`src/cme_pkg.sv`:
```
// Package for the cursor motion string expander: widths, character codes,
// the command type that links front and back, and the decimal digit helpers.
// Depends on nothing.
package cme_pkg;

  localparam int CoordBits  = 11;
  localparam int InBits     = 11;
  localparam int CoordMax   = (1 << CoordBits) - 1;
  localparam int DecBits    = 14;
  localparam int DecCap     = 9999;
  localparam int StepBits   = DecBits + 1;
  localparam int QueueDepth = 2;
  localparam int QPtrBits   = 1;

  localparam logic [7:0] ChNul     = 8'h00;
  localparam logic [7:0] ChPercent = 8'h25;
  localparam logic [7:0] ChDot     = 8'h2E;
  localparam logic [7:0] ChZero    = 8'h30;
  localparam logic [7:0] ChTwo     = 8'h32;
  localparam logic [7:0] ChThree   = 8'h33;
  localparam logic [7:0] ChD       = 8'h64;
  localparam logic [7:0] ChI       = 8'h69;
  localparam logic [7:0] ChR       = 8'h72;

  typedef logic [CoordBits-1:0] coord_t;
  typedef logic [DecBits-1:0]   dec_t;
  typedef logic [StepBits-1:0]  step_t;
  typedef logic [QPtrBits-1:0]  qptr_t;
  typedef logic [QPtrBits:0]    qcnt_t;

  typedef enum logic {
    CmdByte,
    CmdDec
  } cmd_kind_e;

  typedef struct packed {
    cmd_kind_e  kind;
    logic [7:0] ch;
    dec_t       value;
    logic [1:0] top_pos;
  } cmd_t;

  typedef struct packed {
    logic [3:0] digit;
    dec_t       rest;
  } digit_t;

  function automatic dec_t pow10(logic [1:0] pos);
    dec_t p;
    case (pos)
      2'd0:    p = dec_t'(1);
      2'd1:    p = dec_t'(10);
      2'd2:    p = dec_t'(100);
      default: p = dec_t'(1000);
    endcase
    return p;
  endfunction

  // One decimal digit at position pos, most significant first. The caller
  // keeps rem below ten times the weight of pos.
  function automatic digit_t dec_digit(dec_t rem, logic [1:0] pos);
    step_t  w;
    step_t  step;
    digit_t r;
    w       = step_t'(pow10(pos));
    r.digit = 4'd0;
    r.rest  = rem;
    for (int k = 1; k <= 9; k++) begin
      step = step_t'(k) * w;
      if (step_t'(rem) >= step) begin
        r.digit = 4'(k);
        r.rest  = rem - step[DecBits-1:0];
      end
    end
    return r;
  endfunction

  // Position of the leading digit, given the minimum field width less one.
  function automatic logic [1:0] dec_top(dec_t v, logic [1:0] min_pos);
    logic [1:0] n;
    if (v >= dec_t'(1000))     n = 2'd3;
    else if (v >= dec_t'(100)) n = 2'd2;
    else if (v >= dec_t'(10))  n = 2'd1;
    else                       n = 2'd0;
    return (n > min_pos) ? n : min_pos;
  endfunction

endpackage

```
`src/cme_front.sv`:
```
// Front part of the cursor motion string expander: accepts template bytes,
// tracks the coordinates and the escape state, and issues output commands.
// Depends on cme_pkg.
module cme_front (
  input  logic          clk_i,
  input  logic          rst_ni,
  input  logic          in_valid_i,
  output logic          in_stall_o,
  input  logic [7:0]    template_char_i,
  input  logic          start_flag_i,
  input  logic [10:0]   row_value_i,
  input  logic [10:0]   col_value_i,
  input  logic          q_full_i,
  output logic          push_o,
  output cme_pkg::cmd_t cmd_o
);
  import cme_pkg::*;

  localparam int LoadBits = (CoordBits > InBits) ? CoordBits : InBits;
  localparam int CmpBits  = (CoordBits > DecBits) ? CoordBits : DecBits;

  function automatic coord_t sat_load(logic [InBits-1:0] v);
    logic [LoadBits-1:0] x;
    x = LoadBits'(v);
    return (x > LoadBits'(CoordMax)) ? coord_t'(CoordMax) : x[CoordBits-1:0];
  endfunction

  function automatic dec_t cap_dec(coord_t v);
    logic [CmpBits-1:0] x;
    x = CmpBits'(v);
    return (x > CmpBits'(DecCap)) ? dec_t'(DecCap) : x[DecBits-1:0];
  endfunction

  function automatic coord_t sat_inc(coord_t v);
    return (v == coord_t'(CoordMax)) ? v : coord_t'(v + coord_t'(1));
  endfunction

  coord_t     first_q, first_d;
  coord_t     second_q, second_d;
  logic [1:0] idx_q, idx_d;
  logic       pend_q, pend_d;
  logic       accept;
  logic       push;
  coord_t     take;
  logic [1:0] min_pos;

  assign accept     = in_valid_i && !q_full_i;
  assign in_stall_o = q_full_i;
  assign push_o     = accept && push;

  always_comb begin
    first_d  = first_q;
    second_d = second_q;
    idx_d    = idx_q;
    pend_d   = pend_q;
    push     = 1'b0;
    min_pos  = 2'd0;
    cmd_o    = '{kind: CmdByte, ch: template_char_i, value: '0, top_pos: 2'd0};

    if (start_flag_i) begin
      first_d  = sat_load(row_value_i);
      second_d = sat_load(col_value_i);
      idx_d    = 2'd0;
      pend_d   = 1'b0;
    end

    take = (idx_d == 2'd0) ? first_d : second_d;

    if (template_char_i == ChNul) begin
      pend_d = 1'b0;
    end else if (!pend_d) begin
      if (template_char_i == ChPercent) pend_d = 1'b1;
      else                              push   = 1'b1;
    end else begin
      pend_d = 1'b0;
      unique case (template_char_i) inside
        ChPercent: begin
          push = 1'b1;
        end
        ChD, ChTwo, ChThree: begin
          if (template_char_i == ChThree)    min_pos = 2'd2;
          else if (template_char_i == ChTwo) min_pos = 2'd1;
          if (idx_d < 2'd2) begin
            push          = 1'b1;
            cmd_o.kind    = CmdDec;
            cmd_o.value   = cap_dec(take);
            cmd_o.top_pos = dec_top(cap_dec(take), min_pos);
            idx_d         = idx_d + 2'd1;
          end
        end
        ChDot: begin
          if (idx_d < 2'd2) begin
            idx_d    = idx_d + 2'd1;
            cmd_o.ch = 8'(take);
            push     = (8'(take) != 8'd0);
          end
        end
        ChR: begin
          {first_d, second_d} = {second_d, first_d};
        end
        ChI: begin
          first_d  = sat_inc(first_d);
          second_d = sat_inc(second_d);
        end
        default: begin
        end
      endcase
    end
  end

  always_ff @(posedge clk_i or negedge rst_ni) begin
    if (!rst_ni) begin
      first_q  <= '0;
      second_q <= '0;
      idx_q    <= 2'd0;
      pend_q   <= 1'b0;
    end else if (accept) begin
      first_q  <= first_d;
      second_q <= second_d;
      idx_q    <= idx_d;
      pend_q   <= pend_d;
    end
  end

endmodule

```
`src/cme_queue.sv`:
```
// Short command queue between the front and the back of the expander.
// Depends on cme_pkg.
module cme_queue (
  input  logic          clk_i,
  input  logic          rst_ni,
  input  logic          push_i,
  input  cme_pkg::cmd_t cmd_i,
  output logic          full_o,
  input  logic          pop_i,
  output logic          head_valid_o,
  output cme_pkg::cmd_t head_o
);
  import cme_pkg::*;

  cmd_t  mem_q [QueueDepth];
  qptr_t wr_ptr_q;
  qptr_t rd_ptr_q;
  qcnt_t cnt_q;
  logic  do_push;
  logic  do_pop;

  assign full_o       = (cnt_q == qcnt_t'(QueueDepth));
  assign head_valid_o = (cnt_q != qcnt_t'(0));
  assign head_o       = mem_q[rd_ptr_q];
  assign do_push      = push_i && !full_o;
  assign do_pop       = pop_i && head_valid_o;

  always_ff @(posedge clk_i or negedge rst_ni) begin
    if (!rst_ni) begin
      wr_ptr_q <= '0;
      rd_ptr_q <= '0;
      cnt_q    <= '0;
    end else begin
      if (do_push) wr_ptr_q <= wr_ptr_q + qptr_t'(1);
      if (do_pop)  rd_ptr_q <= rd_ptr_q + qptr_t'(1);
      if (do_push && !do_pop)      cnt_q <= cnt_q + qcnt_t'(1);
      else if (do_pop && !do_push) cnt_q <= cnt_q - qcnt_t'(1);
    end
  end

  always_ff @(posedge clk_i) begin
    if (do_push) mem_q[wr_ptr_q] <= cmd_i;
  end

endmodule

```
`src/cme_back.sv`:
```
// Back part of the expander: carries out queued commands and drives the
// output register, one byte per cycle while not stalled, decimal digits most significant first.
// Depends on cme_pkg.
module cme_back (
  input  logic          clk_i,
  input  logic          rst_ni,
  input  logic          head_valid_i,
  input  cme_pkg::cmd_t head_i,
  output logic          pop_o,
  output logic          out_valid_o,
  input  logic          out_stall_i,
  output logic [7:0]    out_char_o,
  output logic          last_of_run_o
);
  import cme_pkg::*;

  logic       act_q, act_d;
  dec_t       rem_q, rem_d;
  logic [1:0] pos_q, pos_d;
  logic       out_valid_q, out_valid_d;
  logic [7:0] out_char_q, out_char_d;
  logic       out_last_q, out_last_d;
  logic       load;
  dec_t       src_rem;
  logic [1:0] src_pos;
  digit_t     dg;

  assign load    = !out_valid_q || !out_stall_i;
  assign src_rem = act_q ? rem_q : head_i.value;
  assign src_pos = act_q ? pos_q : head_i.top_pos;
  assign dg      = dec_digit(src_rem, src_pos);
  assign pop_o   = load && !act_q && head_valid_i;

  always_comb begin
    act_d       = act_q;
    rem_d       = rem_q;
    pos_d       = pos_q;
    out_valid_d = out_valid_q;
    out_char_d  = out_char_q;
    out_last_d  = out_last_q;
    if (load) begin
      out_valid_d = act_q || head_valid_i;
      if (act_q || (head_valid_i && head_i.kind == CmdDec)) begin
        out_char_d = ChZero + {4'b0000, dg.digit};
        out_last_d = (src_pos == 2'd0);
        act_d      = (src_pos != 2'd0);
        rem_d      = dg.rest;
        pos_d      = src_pos - 2'd1;
      end else if (head_valid_i) begin
        out_char_d = head_i.ch;
        out_last_d = 1'b1;
        act_d      = 1'b0;
      end
    end
  end

  always_ff @(posedge clk_i or negedge rst_ni) begin
    if (!rst_ni) begin
      act_q       <= 1'b0;
      out_valid_q <= 1'b0;
    end else begin
      act_q       <= act_d;
      out_valid_q <= out_valid_d;
    end
  end

  always_ff @(posedge clk_i) begin
    rem_q      <= rem_d;
    pos_q      <= pos_d;
    out_char_q <= out_char_d;
    out_last_q <= out_last_d;
  end

  assign out_valid_o   = out_valid_q;
  assign out_char_o    = out_char_q;
  assign last_of_run_o = out_last_q;

endmodule

```
`src/cursor_motion_string_expander.sv`:
```
// Cursor motion string expander. A result byte passes from its accepted
// template item through the command queue and the back end's output register.
// Plain bytes go at one item per cycle while neither queue nor output stalls;
// a decimal number (at most four digits) holds the back end until its last digit is out.
// The two-entry command queue sets how far the front may run ahead of the back.
// Reset (rst_ni low, asynchronous) clears coordinates, escape state, queue and back end.
module cursor_motion_string_expander (
  input  logic        clk_i,
  input  logic        rst_ni,
  input  logic        in_valid_i,
  output logic        in_stall_o,
  input  logic [7:0]  template_char_i,
  input  logic        start_flag_i,
  input  logic [10:0] row_value_i,
  input  logic [10:0] col_value_i,
  output logic        out_valid_o,
  input  logic        out_stall_i,
  output logic [7:0]  out_char_o,
  output logic        last_of_run_o
);
  import cme_pkg::*;

  // The front decodes each item in the cycle it is accepted. Escapes that
  // only change state (swap, increment, dropped letters, a lone percent sign)
  // leave nothing in the queue; everything that prints becomes one command.
  logic push;
  cmd_t push_cmd;
  logic q_full;
  logic head_valid;
  cmd_t head_cmd;
  logic pop;

  cme_front u_front (
    .clk_i           (clk_i),
    .rst_ni          (rst_ni),
    .in_valid_i      (in_valid_i),
    .in_stall_o      (in_stall_o),
    .template_char_i (template_char_i),
    .start_flag_i    (start_flag_i),
    .row_value_i     (row_value_i),
    .col_value_i     (col_value_i),
    .q_full_i        (q_full),
    .push_o          (push),
    .cmd_o           (push_cmd)
  );

  // The queue lets the front keep taking items while the back is busy
  // spelling out a number or waiting on a stalled output.
  cme_queue u_queue (
    .clk_i        (clk_i),
    .rst_ni       (rst_ni),
    .push_i       (push),
    .cmd_i        (push_cmd),
    .full_o       (q_full),
    .pop_i        (pop),
    .head_valid_o (head_valid),
    .head_o       (head_cmd)
  );

  // The back emits one byte a cycle into its output register while the output is not
  // stalled. The final byte of each command carries last_of_run.
  cme_back u_back (
    .clk_i         (clk_i),
    .rst_ni        (rst_ni),
    .head_valid_i  (head_valid),
    .head_i        (head_cmd),
    .pop_o         (pop),
    .out_valid_o   (out_valid_o),
    .out_stall_i   (out_stall_i),
    .out_char_o    (out_char_o),
    .last_of_run_o (last_of_run_o)
  );

endmodule

```
`config.mk`:
```
export PLATFORM = sky130hd
export DESIGN_NAME = cursor_motion_string_expander
export DESIGN_NICKNAME = d
export VERILOG_FILES = /design/src/cme_pkg.sv /design/src/cme_front.sv /design/src/cme_queue.sv /design/src/cme_back.sv /design/src/cursor_motion_string_expander.sv
export SDC_FILE = /design/constraint.sdc
export NUM_CORES = 1
export LEC_CHECK = 0
export ABC_AREA = 1
export BUFFER_PORTS_ARGS = -buffer_cell sky130_fd_sc_hd__buf_2
export CAP_MARGIN = 20
export CORE_MARGIN = 4
export CORE_UTILIZATION = 52
export DETAILED_ROUTE_END_ITERATION = 10
export PLACE_DENSITY = 0.72
export SYNTH_ARGS = -nofsm -noshare
export SYNTH_HDL_FRONTEND = slang
export SYNTH_SLANG_ARGS = --single-unit
```
`constraint.sdc`:
```
create_clock -name clk_i -period 4.7 [get_ports clk_i]
set_input_delay 0 -clock clk_i [delete_from_list [all_inputs] [get_ports clk_i]]
set_output_delay 0 -clock clk_i [all_outputs]
set_load 0.03 [all_outputs]
```
==> impl_metrics.tcl <==
set metrics [dict create \
    outcome "completed" \
    grt_use_total 0.340 \
    root_buffer "clkbuf_16" \
    end_kind "flop" \
    yosysWarnings 0 \
    place.gp.congestion 1.03 \
    worst_pin_slew_ps 965 \
    slew_headroom 0.350 \
    worstReg2RegStart "u_back.act_q" \
    routed-via-count 11800 \
    met2_length_um 19600 \
    hpwlAfterDp_um 32600 \
    finalSetupViolCount 0 \
    htreeDepth 3 \
    slew_viol_final 0 \
    ios 46 \
    final_cell_mix "nand2_1, inv_1, a21oi_1, nor2_1, o21ai_0" \
    finalNetCount 1820 \
    start_util 0.529 \
    tns_ps 0 \
    syn-num-nets 1753 \
    dp.cells 1958 \
    final.min_clock_period_ps 4360 \
    wl_met1_um 15800 \
    yosysSeqAreaShare 0.255 \
    cp-endpoint "u_back.rem_q[3]" \
    overflow 0 \
    antenna_found_initial 0 \
    min_period_over_period 0.928 \
    drive_gt1_frac 0.122 \
    synth_cell_types 62 \
    wirelength_um 40600 \
    dr.pass1.iters 6 \
    drc 0 \
    instances_no_fill 1981 \
    grt_pass1_wl_um 64200 \
    multiInputGateArea_um2 7280 \
    r2r-end "u_back.rem_q[3]" \
    hold_violations 0 \
    syn_area_um2 11200 \
    startpoint "u_back.act_q" \
    crit_required_ps 4800 \
    portBuffers 45 \
    max_stage_delay_ps 410 \
    die_y_um 154 \
    die_x_um 154 \
    clk_pin_slew_ps 80 \
    n_antenna_cell 0 \
    grt_setup_unrepaired "no" \
    cts_buffers 9 \
    final_antenna_net_count 0 \
    rows 53 \
    critPathArrivalTime_ps 4460 \
    synthToLayoutAreaGrowth_pct 10.0 \
    rr_worst_depth 25 \
    fillCellCount 2092 \
    insertion_delay_ps 360 \
    grt_pass1_vias 11600 \
    crit_type "flop to flop" \
    vias_per_cell 5.97 \
    clock-sinks 100 \
    core_um2 21100 \
    skew_ps 15.4 \
    maxCapViolCount 0 \
    final_common_cell "nand2_1" \
    avgRoutedWirePerCell_um 20.5 \
    slowest_stage "dfrtp_1" \
    grt_max_degree 32 \
    max_freq_mhz 229 \
    hp-class "input port to flop" \
    netlist_instances 1634 \
    die_area_um2 23900 \
    cp-start-kind "flop" \
    r2r_slack_ps 340 \
    crit_top_cell "nand2_1" \
    dr.first_iter.drc_count 1035 \
    crit_path_max_fanout 11 \
    maxUsedRoutingLayer "met4" \
    ys_ff_latch 100 \
    ff_latch_area_um2 2850 \
    route.met3.wl_um 2720 \
    avgSynthCellArea_um2 6.83 \
    cts_tree "yes" \
    clk_path_buf_depth 2 \
]
==> layer usage <==
| layer | up-vias | GRT usage |
|---|---|---|
| met5 | - | 0 |
| met4 | 0 | 0.174 |
| met3 | 145 | 0.0450 |
| met2 | 543 | 0.584 |
| met1 | 5489 | 0.416 |
| li1 | 5659 | - |
==> final cells by class <==
| cell class | count | area share |
|---|---|---|
| multi-input cells | 1281 | 0.593 |
| flip-flops and latches | 100 | 0.232 |
| inverters | 198 | 0.0607 |
| repair buffers | 111 | 0.0604 |
| well taps | 275 | 0.0280 |
| clock buffers | 9 | 0.0183 |
| clock inverters | 7 | 0.00724 |
==> per-stage QoR <==
stage / hold WS, ps / utilization / area [µm²] / setup slack (ps)
floorplan: -296 / - / 11200 / 63.2
global placement: 115 / 0.563 / 11900 / 139
detailed placement: 120 / 0.563 / 11900 / 150
CTS: 23.7 / 0.579 / 12200 / 141
global route: 59.3 / 0.582 / 12300 / 15.7
finish: 45.1 / 0.582 / 12300 / 340
==> how the worst min path moves through the flow <==
stage,cells after the start,end,start,slack (ps)
6_report,3,u_queue.mem_q[1][16],template_char_i[0],50
5_1_grt,2,u_queue.mem_q[1][23],template_char_i[7],60
4_1_cts,3,u_queue.mem_q[1][16],template_char_i[0],20
3_5_place_dp,1,u_queue.cnt_q[1],rst_ni,120
3_3_place_gp,1,u_queue.cnt_q[0],rst_ni,120
2_1_floorplan,0,u_back.act_q,rst_ni,-300
==> critical path: cells and delay by family, from the launching register on <==
kind	cells	cell delay, ps
DFF	1	410
and+or+nand+nor	13	1620
AOI/OAI and AO/OA	6	700
buffers and inverters	4	700
adders and majority gates	2	670
==> flip-flops by register name, indices dropped and copies added (netlist names) <==
register              count
u_front.first_q          11
u_back.last_of_run_o      1
u_back.out_char_o         8
u_back.pos_q              2
u_queue.rd_ptr_q          1
u_front.second_q         11
u_front.idx_q             2
u_back.rem_q             14
u_front.pend_q            1
u_queue.wr_ptr_q          1
u_queue.cnt_q             2
u_back.out_valid_o        1
u_back.act_q              1
u_queue.mem_q            44
==> cell usage after synthesis, drive strengths merged <==
library cell,count,share of area
a221oi,4,0.0031
a21o,4,0.0027
a22oi,10,0.0067
a31oi,16,0.0090
o211a,1,0.00090
o21ai,130,0.063
fa,6,0.011
buf,35,0.021
a41oi,3,0.0040
nand4,25,0.014
o221ai,7,0.0055
o32ai,2,0.0016
o21bai,6,0.0040
a21boi,5,0.0037
o41ai,2,0.0022
o211ai,20,0.013
nand3,94,0.047
a21oi,152,0.069
clkbuf,20,0.0067
o2111ai,1,0.00079
a211oi,9,0.0061
o21a,9,0.0061
nor4,3,0.0017
nor2,154,0.055
dfrtp,31,0.070
a32oi,1,0.00079
xnor2,16,0.013
nand2,398,0.14
ha,78,0.087
clkinv,3,0.0010
o22ai,10,0.0056
o31ai,3,0.0020
nor3,22,0.012
o2bb2ai,1,0.00079
and3,2,0.0011
inv,195,0.066
edfxtp,69,0.19
or2,26,0.015
xor2,59,0.046
nand3b,2,0.0013
==> logic make-up (layout without fill, tap and decap cells) <==
| group | count (synthesis) | after routing | share of synthesized area |
|---|---|---|---|
| fa+ha+maj | 84 | 84 | 0.0983 |
| simple gates | 726 | 726 | 0.283 |
| xor+xnor | 75 | 75 | 0.0589 |
| buf+inv | 253 | 325 | 0.0943 |
| flops | 100 | 100 | 0.255 |
| compound gates | 396 | 396 | 0.211 |
==> timing repair <==
item                                    CTS  global route
resized for setup                         0             8
setup buffers                             0             4
endpoints found under the setup margin    0            17
hold endpoints to repair                 32             0
hold buffers                              2             0
Power is left out: the tool's default activity adds up to more than one toggle a clock period on the data nets, which glitch-free logic cannot reach.
